File: config.mk
export PLATFORM = sky130hd
export DESIGN_NAME = http_request_header_tokenizer
export DESIGN_NICKNAME = d
export VERILOG_FILES = /design/src/hdl/htok_pkg.sv /design/src/hdl/htok_step.sv /design/src/hdl/http_request_header_tokenizer.sv
export SDC_FILE = /design/constraint.sdc
export NUM_CORES = 1
export LEC_CHECK = 0
export BUFFER_PORTS_ARGS = -buffer_cell sky130_fd_sc_hd__buf_2
export CORE_MARGIN = 3
export CORE_UTILIZATION = 60
export CTS_CLUSTER_SIZE = 20
export DETAILED_ROUTE_END_ITERATION = 6
export PLACE_DENSITY = 0.83
export SYNTH_ARGS = -nofsm -noshare
export SYNTH_HDL_FRONTEND = slang
export SYNTH_SLANG_ARGS = --single-unit
File: constraint.sdc
create_clock -name clk -period 3.6 [get_ports clk]
set_clock_uncertainty 0.1 [all_clocks]
set_input_delay 0.72 -clock clk [delete_from_list [all_inputs] [get_ports clk]]
set_output_delay 0.72 -clock clk [all_outputs]
set_load 0.005 [all_outputs]
File: src/hdl/htok_pkg.sv
// Shared types, constants and character tables of the HTTP request header tokenizer.
package htok_pkg;

  localparam int unsigned CfgWidth = 8;
  localparam int unsigned CfgIndexWidth = 1;
  localparam logic [CfgWidth-1:0] QueryKeyLimitReset = 8'd63;
  localparam logic [CfgWidth-1:0] QueryValueLimitReset = 8'd191;

  localparam logic [CfgIndexWidth-1:0] CFG_QUERY_KEY_LIMIT = 1'd0;
  localparam logic [CfgIndexWidth-1:0] CFG_QUERY_VALUE_LIMIT = 1'd1;

  localparam logic [7:0] CH_CR = 8'h0D;
  localparam logic [7:0] CH_LF = 8'h0A;
  localparam logic [7:0] CH_NUL = 8'h00;
  localparam logic [7:0] CH_SPACE = 8'h20;
  localparam logic [7:0] CH_TAB = 8'h09;
  localparam logic [7:0] CH_QUEST = 8'h3F;
  localparam logic [7:0] CH_EQUAL = 8'h3D;
  localparam logic [7:0] CH_AMP = 8'h26;
  localparam logic [7:0] CH_COLON = 8'h3A;

  typedef enum logic [3:0] {
    PH_VERB       = 4'd0,
    PH_SKIP       = 4'd1,
    PH_PATH       = 4'd2,
    PH_QKEY       = 4'd3,
    PH_QVAL       = 4'd4,
    PH_LSKIP      = 4'd5,
    PH_HLEAD      = 4'd6,
    PH_HKEY       = 4'd7,
    PH_HSEP       = 4'd8,
    PH_HVAL       = 4'd9,
    PH_HTAIL      = 4'd10,
    PH_DONE_OK    = 4'd11,
    PH_DONE_VERB  = 4'd12,
    PH_DONE_EOF   = 4'd13,
    PH_DONE_EMPTY = 4'd14
  } phase_t;

  typedef enum logic [3:0] {
    TK_NONE     = 4'd0,
    TK_PATH     = 4'd1,
    TK_QKEY     = 4'd2,
    TK_QVAL     = 4'd3,
    TK_QPAIR    = 4'd4,
    TK_HKEY     = 4'd5,
    TK_HVAL     = 4'd6,
    TK_ACCEPT   = 4'd7,
    TK_REJECT   = 4'd8,
    TK_PATH_END = 4'd9
  } token_t;

  typedef enum logic [1:0] {
    VERB_NONE  = 2'd0,
    VERB_GET   = 2'd1,
    VERB_POST  = 2'd2,
    VERB_PATCH = 2'd3
  } verb_t;

  typedef enum logic [2:0] {
    ST_BUSY  = 3'd0,
    ST_OK    = 3'd1,
    ST_VERB  = 3'd2,
    ST_EOF   = 3'd3,
    ST_EMPTY = 3'd4
  } status_t;

  typedef struct packed {
    phase_t     phase;
    logic [2:0] verb_pos;
    logic [2:0] verb_match;
    verb_t      verb_held;
    logic [1:0] skip_left;
    logic [7:0] field_len;
    logic       line_has;
    logic       query_dead;
  } tok_state_t;

  localparam tok_state_t StateReset = '{
    phase:      PH_VERB,
    verb_pos:   3'd0,
    verb_match: 3'b111,
    verb_held:  VERB_NONE,
    skip_left:  2'd0,
    field_len:  8'd0,
    line_has:   1'b0,
    query_dead: 1'b0
  };

  // Characters of the three verbs; GET has no fourth character.
  function automatic logic [7:0] verb_char(input logic [1:0] verb_sel, input logic [1:0] pos);
    logic [7:0] c;
    c = 8'h00;
    case (verb_sel)
      2'd0: begin
        case (pos)
          2'd0: c = "G";
          2'd1: c = "E";
          2'd2: c = "T";
          default: c = 8'h00;
        endcase
      end
      2'd1: begin
        case (pos)
          2'd0: c = "P";
          2'd1: c = "O";
          2'd2: c = "S";
          default: c = "T";
        endcase
      end
      2'd2: begin
        case (pos)
          2'd0: c = "P";
          2'd1: c = "A";
          2'd2: c = "T";
          default: c = "C";
        endcase
      end
      default: c = 8'h00;
    endcase
    return c;
  endfunction

  function automatic status_t phase_status(input phase_t ph);
    status_t s;
    case (ph)
      PH_DONE_OK:    s = ST_OK;
      PH_DONE_VERB:  s = ST_VERB;
      PH_DONE_EOF:   s = ST_EOF;
      PH_DONE_EMPTY: s = ST_EMPTY;
      default:       s = ST_BUSY;
    endcase
    return s;
  endfunction

endpackage

File: src/hdl/htok_step.sv
// Per-byte next-state and token logic of the tokenizer.
module htok_step import htok_pkg::*; (
  input  tok_state_t          st,
  input  logic [7:0]          byte_in,
  input  logic                stream_end,
  input  logic [CfgWidth-1:0] query_key_limit,
  input  logic [CfgWidth-1:0] query_value_limit,
  output tok_state_t          st_nxt,
  output token_t              token_kind,
  output logic [7:0]          token_byte
);

  logic [1:0] vpos;
  logic [2:0] vmatch;
  logic       b_ws;
  logic       b_eol;
  logic       b_cr;
  logic       key_room;
  logic       val_full;
  logic [8:0] val_next;
  logic [7:0] val_lim;
  logic       hdr_ok;
  logic       done;

  assign vpos = st.verb_pos[1:0];
  assign vmatch = st.verb_match & {byte_in == verb_char(2'd2, vpos),
                                   byte_in == verb_char(2'd1, vpos),
                                   (vpos == 2'd3) || (byte_in == verb_char(2'd0, vpos))};
  assign b_ws = (byte_in == CH_SPACE) || (byte_in == CH_TAB);
  assign b_eol = (byte_in == CH_LF) || (byte_in == CH_NUL);
  assign b_cr = (byte_in == CH_CR);
  assign key_room = st.field_len < query_key_limit;
  assign val_lim = (query_value_limit == 8'd0) ? 8'd1 : query_value_limit;
  assign val_next = {1'b0, st.field_len} + 9'd1;
  assign val_full = val_next >= {1'b0, val_lim};
  assign hdr_ok = (st.field_len != 8'd0) && ((st.phase == PH_HVAL) || (st.phase == PH_HTAIL));
  assign done = st.phase >= PH_DONE_OK;

  always_comb begin
    st_nxt = st;
    if (done) begin
      st_nxt = st;
    end else if (stream_end) begin
      st_nxt.phase = (st.phase >= PH_HLEAD) ? PH_DONE_OK : PH_DONE_EOF;
    end else if (st.phase == PH_VERB) begin
      st_nxt.verb_match = vmatch;
      st_nxt.verb_pos = {1'b0, vpos} + 3'd1;
      if (vpos == 2'd3) begin
        if (vmatch[0]) begin
          st_nxt.verb_held = VERB_GET;
          st_nxt.phase = PH_PATH;
        end else if (vmatch[1]) begin
          st_nxt.verb_held = VERB_POST;
          st_nxt.skip_left = 2'd1;
          st_nxt.phase = PH_SKIP;
        end else if (vmatch[2]) begin
          st_nxt.verb_held = VERB_PATCH;
          st_nxt.skip_left = 2'd2;
          st_nxt.phase = PH_SKIP;
        end else begin
          st_nxt.phase = PH_DONE_VERB;
        end
      end
    end else if (st.phase == PH_SKIP) begin
      if (st.skip_left != 2'd0) begin
        st_nxt.skip_left = st.skip_left - 2'd1;
      end
      if (st.skip_left <= 2'd1) begin
        st_nxt.phase = PH_PATH;
      end
    end else if (b_cr) begin
      st_nxt = st;
    end else if (st.phase == PH_PATH || st.phase == PH_QKEY || st.phase == PH_QVAL ||
                 st.phase == PH_LSKIP) begin
      if (b_eol && !(st.phase == PH_QVAL && val_full && 1'b0)) begin
        if (st.phase == PH_QKEY && st.field_len != 8'd0) begin
          st_nxt.query_dead = 1'b1;
        end
        if (!st.line_has && !(st.phase == PH_PATH && byte_in == CH_NUL)) begin
          st_nxt.phase = PH_DONE_EMPTY;
        end else begin
          st_nxt.phase = PH_HLEAD;
          st_nxt.line_has = 1'b0;
          st_nxt.field_len = 8'd0;
        end
      end else begin
        case (st.phase)
          PH_PATH: begin
            if (byte_in == CH_SPACE) begin
              st_nxt.phase = PH_LSKIP;
            end else if (byte_in == CH_QUEST) begin
              st_nxt.phase = PH_QKEY;
              st_nxt.field_len = 8'd0;
            end else begin
              st_nxt.line_has = 1'b1;
            end
          end
          PH_QKEY: begin
            if (byte_in == CH_SPACE) begin
              if (st.field_len != 8'd0) begin
                st_nxt.query_dead = 1'b1;
              end
              st_nxt.phase = PH_LSKIP;
            end else if (byte_in == CH_EQUAL) begin
              st_nxt.phase = PH_QVAL;
              st_nxt.field_len = 8'd0;
            end else if (byte_in != CH_AMP && key_room) begin
              st_nxt.field_len = st.field_len + 8'd1;
            end else begin
              st_nxt.query_dead = 1'b1;
              st_nxt.phase = PH_LSKIP;
            end
          end
          PH_QVAL: begin
            if (byte_in == CH_SPACE) begin
              st_nxt.phase = PH_LSKIP;
            end else if (byte_in == CH_AMP) begin
              st_nxt.phase = PH_QKEY;
              st_nxt.field_len = 8'd0;
            end else if (byte_in == CH_EQUAL) begin
              st_nxt.field_len = 8'd0;
            end else if (val_full) begin
              st_nxt.phase = PH_QKEY;
              st_nxt.field_len = 8'd0;
            end else begin
              st_nxt.field_len = st.field_len + 8'd1;
            end
          end
          default: begin
            st_nxt = st;
          end
        endcase
      end
    end else if (b_eol) begin
      if (byte_in == CH_LF && !st.line_has) begin
        st_nxt.phase = PH_DONE_OK;
      end else begin
        st_nxt.phase = PH_HLEAD;
        st_nxt.line_has = 1'b0;
        st_nxt.field_len = 8'd0;
      end
    end else begin
      st_nxt.line_has = 1'b1;
      case (st.phase)
        PH_HLEAD: begin
          if (byte_in == CH_COLON) begin
            st_nxt.phase = PH_HSEP;
          end else if (!b_ws) begin
            st_nxt.field_len = 8'd1;
            st_nxt.phase = PH_HKEY;
          end
        end
        PH_HKEY: begin
          if (byte_in == CH_COLON || b_ws) begin
            st_nxt.phase = PH_HSEP;
          end
        end
        PH_HSEP: begin
          if (!(byte_in == CH_COLON || b_ws)) begin
            st_nxt.phase = PH_HVAL;
          end
        end
        PH_HVAL: begin
          if (b_ws) begin
            st_nxt.phase = PH_HTAIL;
          end
        end
        default: begin
          st_nxt.line_has = 1'b1;
        end
      endcase
    end
  end

  always_comb begin
    token_kind = TK_NONE;
    token_byte = 8'h00;
    if (done) begin
      token_kind = TK_NONE;
    end else if (stream_end) begin
      token_kind = (st.phase >= PH_HLEAD) ? TK_ACCEPT : TK_REJECT;
    end else if (st.phase == PH_VERB) begin
      if (vpos == 2'd3 && vmatch == 3'b000) begin
        token_kind = TK_REJECT;
      end
    end else if (st.phase == PH_SKIP || b_cr) begin
      token_kind = TK_NONE;
    end else if (st.phase == PH_PATH || st.phase == PH_QKEY || st.phase == PH_QVAL ||
                 st.phase == PH_LSKIP) begin
      if (b_eol) begin
        if (!st.line_has && !(st.phase == PH_PATH && byte_in == CH_NUL)) begin
          token_kind = TK_REJECT;
        end else if (st.phase == PH_PATH) begin
          token_kind = TK_PATH_END;
        end else if (st.phase == PH_QVAL) begin
          token_kind = TK_QPAIR;
        end
      end else begin
        case (st.phase)
          PH_PATH: begin
            if (byte_in == CH_SPACE || byte_in == CH_QUEST) begin
              token_kind = TK_PATH_END;
            end else begin
              token_kind = TK_PATH;
              token_byte = byte_in;
            end
          end
          PH_QKEY: begin
            if (byte_in != CH_SPACE && byte_in != CH_EQUAL && byte_in != CH_AMP && key_room) begin
              token_kind = TK_QKEY;
              token_byte = byte_in;
            end
          end
          PH_QVAL: begin
            if (byte_in == CH_SPACE || byte_in == CH_AMP || byte_in == CH_EQUAL) begin
              token_kind = TK_QPAIR;
            end else if (val_full) begin
              token_kind = TK_QPAIR;
              token_byte = byte_in;
            end else begin
              token_kind = TK_QVAL;
              token_byte = byte_in;
            end
          end
          default: begin
            token_kind = TK_NONE;
          end
        endcase
      end
    end else if (b_eol) begin
      if (byte_in == CH_LF && !st.line_has) begin
        token_kind = TK_ACCEPT;
      end else if (!hdr_ok) begin
        token_kind = TK_REJECT;
      end
    end else begin
      case (st.phase)
        PH_HLEAD: begin
          if (byte_in != CH_COLON && !b_ws) begin
            token_kind = TK_HKEY;
            token_byte = byte_in;
          end
        end
        PH_HKEY: begin
          if (!(byte_in == CH_COLON || b_ws)) begin
            token_kind = TK_HKEY;
            token_byte = byte_in;
          end
        end
        PH_HSEP: begin
          if (!(byte_in == CH_COLON || b_ws)) begin
            token_kind = TK_HVAL;
            token_byte = byte_in;
          end
        end
        PH_HVAL: begin
          if (!b_ws) begin
            token_kind = TK_HVAL;
            token_byte = byte_in;
          end
        end
        default: begin
          token_kind = TK_NONE;
        end
      endcase
    end
  end

endmodule

File: src/hdl/http_request_header_tokenizer.sv
// Top level of the HTTP request header tokenizer: state, configuration and result register.
//
// The block takes one request byte per word on the in_ channel (in_tdata) and
// returns exactly one result word on the out_ channel for every input word.
// in_tlast marks that the source has no more bytes; its data byte is ignored.
// Each result carries the token kind in out_tuser and, in out_tdata, the
// token byte, the verb seen so far, the parse status and the query-abandoned
// flag.
// The result of an accepted byte is registered and shows in the cycle after
// its acceptance. Throughput is one word per cycle while out_tready is high,
// set by the single pass of per-byte logic between parser state and result register.
// The two limit registers are written through cfg_we, cfg_index and cfg_wdata;
// the user must write them only while no words are in flight, as the block does not enforce it.
// Reset clears the parser to the verb phase, the limits to 63 and 191, and
// empties the result register. When the receiver stalls, the result holds
// and in_tready stays high only if that result is taken in the same cycle.
// Once a status other than busy is reached, every later byte yields token
// none with the held status until the next reset.
module http_request_header_tokenizer import htok_pkg::*; (
  input  logic                     clk,
  input  logic                     rst_n,
  input  logic                     in_tvalid,
  output logic                     in_tready,
  input  logic [7:0]               in_tdata,   // [7:0] byte_in
  input  logic                     in_tlast,   // stream_end
  output logic                     out_tvalid,
  input  logic                     out_tready,
  output logic [15:0]              out_tdata,  // [7:0] token_byte, [9:8] verb_code,
                                               // [12:10] parse_status, [13] query_abandoned
  output logic [3:0]               out_tuser,  // [3:0] token_kind
  input  logic                     cfg_we,
  input  logic [CfgIndexWidth-1:0] cfg_index,
  input  logic [CfgWidth-1:0]      cfg_wdata
);

  tok_state_t          st_r;
  tok_state_t          st_nxt;
  logic [CfgWidth-1:0] qkl_r;
  logic [CfgWidth-1:0] qvl_r;
  logic                out_valid_r;
  token_t              kind_r;
  logic [7:0]          tbyte_r;
  verb_t               verb_r;
  status_t             status_r;
  logic                qdead_r;
  token_t              kind_nxt;
  logic [7:0]          tbyte_nxt;
  logic                in_acc;

  htok_step u_step (
    .st                (st_r),
    .byte_in           (in_tdata),
    .stream_end        (in_tlast),
    .query_key_limit   (qkl_r),
    .query_value_limit (qvl_r),
    .st_nxt            (st_nxt),
    .token_kind        (kind_nxt),
    .token_byte        (tbyte_nxt)
  );

  assign in_tready = !out_valid_r || out_tready;
  assign in_acc = in_tvalid && in_tready;

  always_ff @(posedge clk) begin
    if (!rst_n) begin
      st_r <= StateReset;
      qkl_r <= QueryKeyLimitReset;
      qvl_r <= QueryValueLimitReset;
      out_valid_r <= 1'b0;
    end else begin
      if (in_acc) begin
        st_r <= st_nxt;
      end
      if (cfg_we) begin
        case (cfg_index)
          CFG_QUERY_KEY_LIMIT:   qkl_r <= cfg_wdata;
          CFG_QUERY_VALUE_LIMIT: qvl_r <= cfg_wdata;
          default: qkl_r <= qkl_r;
        endcase
      end
      if (in_acc) begin
        out_valid_r <= 1'b1;
      end else if (out_tready) begin
        out_valid_r <= 1'b0;
      end
    end
  end

  always_ff @(posedge clk) begin
    if (in_acc) begin
      kind_r <= kind_nxt;
      tbyte_r <= tbyte_nxt;
      verb_r <= st_nxt.verb_held;
      status_r <= phase_status(st_nxt.phase);
      qdead_r <= st_nxt.query_dead;
    end
  end

  assign out_tvalid = out_valid_r;
  assign out_tuser = kind_r;
  assign out_tdata = {2'b00, qdead_r, status_r, verb_r, tbyte_r};

  a_stall_holds_result: assert property (@(posedge clk) disable iff (!rst_n)
    !in_tready |-> out_valid_r)
    else $error("input taken no word while result register was empty");

  a_done_is_final: assert property (@(posedge clk) disable iff (!rst_n)
    (st_r.phase >= PH_DONE_OK) |=> (st_r.phase == $past(st_r.phase)))
    else $error("finished parse left its final phase");

  a_accept_status: assert property (@(posedge clk) disable iff (!rst_n)
    (out_valid_r && kind_r == TK_ACCEPT) |-> (status_r == ST_OK))
    else $error("accept token without done status");

  a_verb_after_verb_phase: assert property (@(posedge clk) disable iff (!rst_n)
    (st_r.verb_held != VERB_NONE) |-> (st_r.phase != PH_VERB))
    else $error("verb known while still in verb phase");

  a_busy_no_accept_token: assert property (@(posedge clk) disable iff (!rst_n)
    (out_valid_r && status_r == ST_BUSY) |-> (kind_r != TK_ACCEPT))
    else $error("accept token while parse still busy");

endmodule
; ---- Word level (Yosys, flattened, before mapping)
; Index checks and enable logic that the tools add are counted.
[word_totals]
ff_bits = 59
latch_bits = 0
ram_bits = 0
mem_bits_ro = 0
input_bits = 23
out_inout_bits = 22
elab_cells = 244
memories = 0
[classes]
n_addsub = 4
multipliers = 0
div = 0
order_cmp = 5
n_eq_ne = 48
shifts = 0
mux = 116
bitwise_logic = 7
reduce_logical = 48
[ops]
columns = operator, count
row1 = $mux 8, 22
row2 = $mux 4, 43
row3 = $mux 9, 10
row4 = $pmux 8 s3, 3
row5 = $mux 24, 2
row6 = $eq 8x6->1 const B, 5
row7 = $ne 8x6->1 const B, 4
row8 = $pmux 4 s4, 2
row9 = $mux 10, 3
row10 = $pmux 5 s3, 2
row11 = $eq 4x4->1 const B, 7
row12 = $eq 8x4->1 const B, 3
row13 = $eq 8x7->1, 3
row14 = $pmux 4 s3, 2
row15 = $mux 3, 7
row16 = $pmux 7 s3, 1
row17 = $mux 20, 1
row18 = $reduce_and 17->1, 1
row19 = $eq 4x3->1 const B, 4
row20 = $logic_not 8->1, 2
row21 = $mux 14, 1
row22 = $logic_or 1x1->1, 13
row23 = $logic_and 1x1->1, 12
row24 = $pmux 3 s4, 1
row25 = other kinds (41), 74

; ---- Logic depth before layout (Yosys ltp)
[logic_depth]
word_depth = 18
ltp_mapped = 13
mapped_depth_nobuf = 13

; ---- Hierarchy
; Synthesis repeated with hierarchy kept, for this count alone.
[hier_totals]
hier_cells = 608
area_unflattened_um2 = 4652.0
[by_module_without_submodules]
columns = module, n_inst, cells_per_inst, area_per_inst_um2, seq_area_each_um2
row1 = htok_step, 1, 399, 2467.4, 0.0
row2 = http_request_header_tokenizer, 1, 209, 2184.6, 1361.3

; ---- Least setup slack after synthesis
; Ideal clock, no wire load.
[synth_path]
kind = register to register
from = register st_r[4] (netlist name)
to = register st_r[5] (netlist name)
setup_time_ns = 0.070
arrival_ns = 3.072
t_required_ns = 3.430
slack_ns = 0.358
stages_incl_launch_ff = 13
path_buffers = 0
cell_sequence = dfxtp_1 and3_1 and3_1 nand3_1 xnor2_1 ha_1 and3_1 a221oi_1 o211a_1 a22oi_1 or3_4 or3b_1 a21boi_1
[synth_via]
elab_chain_cells = 9
elab_cells_between_ends = 17
[synth_rtl]
columns = item, line_no
row1 = from (decl), http_request_header_tokenizer.sv:36  ; tok_state_t st_r;
row2 = from (signal assigned), http_request_header_tokenizer.sv:66  ; st_r <= StateReset;
row3 = from (signal assigned), http_request_header_tokenizer.sv:72  ; st_r <= st_nxt;
row4 = $add 8x1->9, htok_step.sv:34  ; assign val_next = {1'b0, st.field_len} + 9'd1;
row5 = $ge 9x8->1, htok_step.sv:35  ; assign val_full = val_next >= {1'b0, val_lim};
row6 = $mux 8, htok_step.sv:122  ; end else if (val_full) begin
row7 = $mux 8, htok_step.sv:120  ; end else if (byte_in == CH_EQUAL) begin
row8 = $mux 8, htok_step.sv:117  ; end else if (byte_in == CH_AMP) begin
row9 = $mux 8, htok_step.sv:115  ; if (byte_in == CH_SPACE) begin
row10 = $pmux 8 s3, htok_step.sv:87  ; case (st.phase)
row11 = $mux 10, htok_step.sv:75  ; if (b_eol && !(st.phase == PH_QVAL && val_full && 1'b0)) begin
row12 = $mux 9, htok_step.sv:73  ; end else if (st.phase == PH_PATH || st.phase == PH_QKEY || st.phase == PH_QVAL ||
; Parallel ways exist; a longest one is shown, timed or not. The select of a mux whose other input is x is not followed.
; A chain may end at the register's enable or synchronous reset.

; ---- Final worst setup path
[layout_path]
from = register st_r[2] (netlist name)
to = register st_r[5] (netlist name)
; Same word-level chain as after synthesis.

==> impl_metrics.toml <==
[critical_path]
cp.arrival_ps = 3590
path_buf_inv = 0
ff2ff_path_depth = 12
r2r_slack_ps = 190
cp_top_family = "simple AND/OR/NAND/NOR gates"
max_stage_delay_ps = 390
path_cells = "and3_1 -> and3_2 -> nand3_1 -> xnor2_2 -> ha_1 -> and3_1 -> a221oi_2 -> o211a_1 -> a22oi_1 -> or3_4 -> or3b_1 -> a21boi_1"
r2r_start = "st_r[2]"
path_class = "register to register"
cp_max_fo = 7
r2r-end = "st_r[5]"
start_kind = "register"
crit_path_top_delay_cell = "dfxtp_2"
cp-end-kind = "register"
critical_path_required_ps = 3780
timing.critical_path.mode_cell = "and3_1"

[worst_hold_path]
hold_end = "st_r[0]"
holdCritStartpoint = "st_r[0]"
min_path_cells = 1
holdCritPathClass = "register to register"

[job]
drv_cap = 0

[global_routing]
antenna_found_initial = 0
grt_max_degree = 45
grt-ovfl-total = 0
grt_pass1_wl_mm = 19.7
grt_pass1_vias = 3929
globalRouteTotalUtil_pct = 29.3

[placement]
portBuffers = 42
gp_congestion = 1.09
dpl.hpwl_mm = 8.79
dp_slack_ps = 137

[floorplanning]
core_um2 = 6910
core.rowCount = 30
die_area_um2 = 8270
die_w_um = 90.9
die_y_um = 90.9
start_util_pct = 62.7
ios = 45

[yosys]
ys.flop_type = "dfxtp_1"
synth_top_area_cell = "dfxtp_1"
async_flop_share_pct = 0
yosysWarnings = 0
syn_area_per_cell_um2 = 8.20
syn_inst = 528
ys_seq_elements = 58
synth_top_cells_by_area = "dfxtp_1 (19%), edfxtp_1 (12%), ha_1 (7.2%)"
syn_area_um2 = 4330
synth.distinct_cells = 77
synth_edf_count = 18
synth_top_area_share_pct = 18.5
seq_area_frac_synth_pct = 31.0

[finish]
final_common_cell = "nand2_1"
antenna_cells = 0
drive_gt1_share_pct = 19.1
area_delta_synth_final_pct = 14.4
final_cell_mix = "nand2_1 (61), buf_2 (42), nor2_1 (38), dfxtp_1 (38), inv_1 (29)"
fin_nets = 624
nFillCells = 567

[drt]
drt_iter0_markers = 519
drt-pass1-iter-count = 5
ant_nets = 0
vias = 4263
viasPerCell = 6.30
drc = 0
wl_per_cell_um = 17.8
drt-total-wl_mm = 12.1

[clock_network]
clkLatencyLatePin_ps = 340
cts.sinks = 58
clkSlewWorstSetupHoldPaths_ps = 80
root_buffer = "clkbuf_8"
cts_tree = "done"
cts_made_buffers = 9
hold_buffers = 0
cts_buffer_depth = 2
h-tree-depth = 3

[sta]
worstMarginPinSlew_ps = 876
min_period_over_period_pct = 94.8
fmax_mhz = 293
final_max_slew_viol_count = 0
worst_slack_ps = 187
setup_viol = 0
max_slew_margin_pct = 41.5
setup_tns_ps = 0
hold_violations = 0
final.min_clock_period_ps = 3410

[run_status]
status = "complete, no violations"

[power]
power.leakage_uw = 0.00215
peakVddDrop_mv = 0.250
p_per_area_nw_per_um2 = 356
logic make-up (layout without fill, tap and decap cells):
group / after synthesis / after routing / synth area share, %
fa+ha+maj: 25 / 25 / 7.23
compound gates: 142 / 142 / 23.9
simple gates: 220 / 220 / 27.7
xor+xnor: 15 / 15 / 3.04
other cells: 1 / 2 / 0.0866
flops: 58 / 58 / 31.0
mux: 4 / 4 / 0.925
buf+inv: 63 / 115 / 6.16
worst max path at each step:
| stage | startpoint | end | slack (ps) | cells past startpoint |
|---|---|---|---|---|
| after floorplan | st_r[4] | st_r[5] | 360 | 12 |
| after CTS | st_r[2] | st_r[5] | 110 | 12 |
| final | st_r[2] | st_r[5] | 190 | 12 |
| after global placement | st_r[2] | st_r[5] | 210 | 12 |
| after detailed placement | st_r[2] | st_r[5] | 140 | 12 |
| after global routing | st_r[2] | st_r[5] | -20 | 12 |
synth_stat cells (3+ instances only):
library cell   n
ha_1          25
o211a_1        5
nand2_1       61
xor2_1         6
xnor2_1        9
edfxtp_1      18
nand3_1       13
o21a_1         6
nand4_1        3
nor3_1        18
nor2b_1        7
o21ai_0       23
a21oi_1       16
and2_1        18
o22ai_1        4
nand2b_1      11
inv_1         29
o31a_1         3
mux2i_1        4
a31oi_1        4
buf_2          3
o31ai_1        8
a221oi_1       3
a21o_1         8
nor2_1        38
a211oi_1       6
a22oi_1        5
o211ai_1      20
nand3b_1       3
buf_1          3
dfxtp_1       40
a21boi_0       8
clkbuf_1      23
nor3b_1        3
nor4bb_1       3
and3_1         9
or2_2          3
nor4_1         6
buf_4          3
flip-flops by register name (all words and copies together) (netlist names):
name	count
tbyte_r	8
status_r	3
qkl_r	8
out_tuser	4
qdead_r	1
out_tvalid	1
verb_r	2
qvl_r	8
st_r	23
stage by stage:
step           total power (µW)  cells  hold slack (ps)  cell area [µm²]  utilization, %
6_report                   1760    677              357             4950            71.7
5_1_grt                    1840    677              376             4950            71.7
4_1_cts                    1750    675              361             4920            71.2
2_1_floorplan               999    529              332             4330               -
3_5_place_dp               1120    659              344             4700            68.0
3_3_place_gp               1110    659              345             4700            68.0
area by class of cell:
class	count	area (µm²)	share of cell area, %
clock buffer	12	188	3.79
clock inverter	4	28.8	0.581
inverter	29	109	2.20
multi-input combinational	408	2740	55.4
sequential	58	1340	27.1
tap	96	120	2.43
timing repair buffer	70	420	8.49
power by group:
| part | total, µW | internal (µW) | leakage, µW | switching, µW |
|---|---|---|---|---|
| Sequential | 743 | 714 | 0.000510 | 29.3 |
| Combinational | 377 | 151 | 0.00153 | 226 |
| Clock | 645 | 354 | 0.000113 | 291 |
| Total | 1760 | 1220 | 0.00215 | 546 |
per-layer routing:
| layer | global-route usage, % | share of wire (%) |
|---|---|---|
| met5 | 0 | 0 |
| met4 | 11.6 | 2.6 |
| met3 | 4.81 | 8.4 |
| met2 | 45.6 | 47 |
| met1 | 40.6 | 42 |
repair_timing:
| action | in CTS | in global routing |
|---|---|---|
| buffers inserted | 0 | 2 |
| endpoints found under the setup margin | 0 | 11 |
| gates resized for setup | 0 | 6 |
No activity file was read; power rests on OpenSTA's default activity.
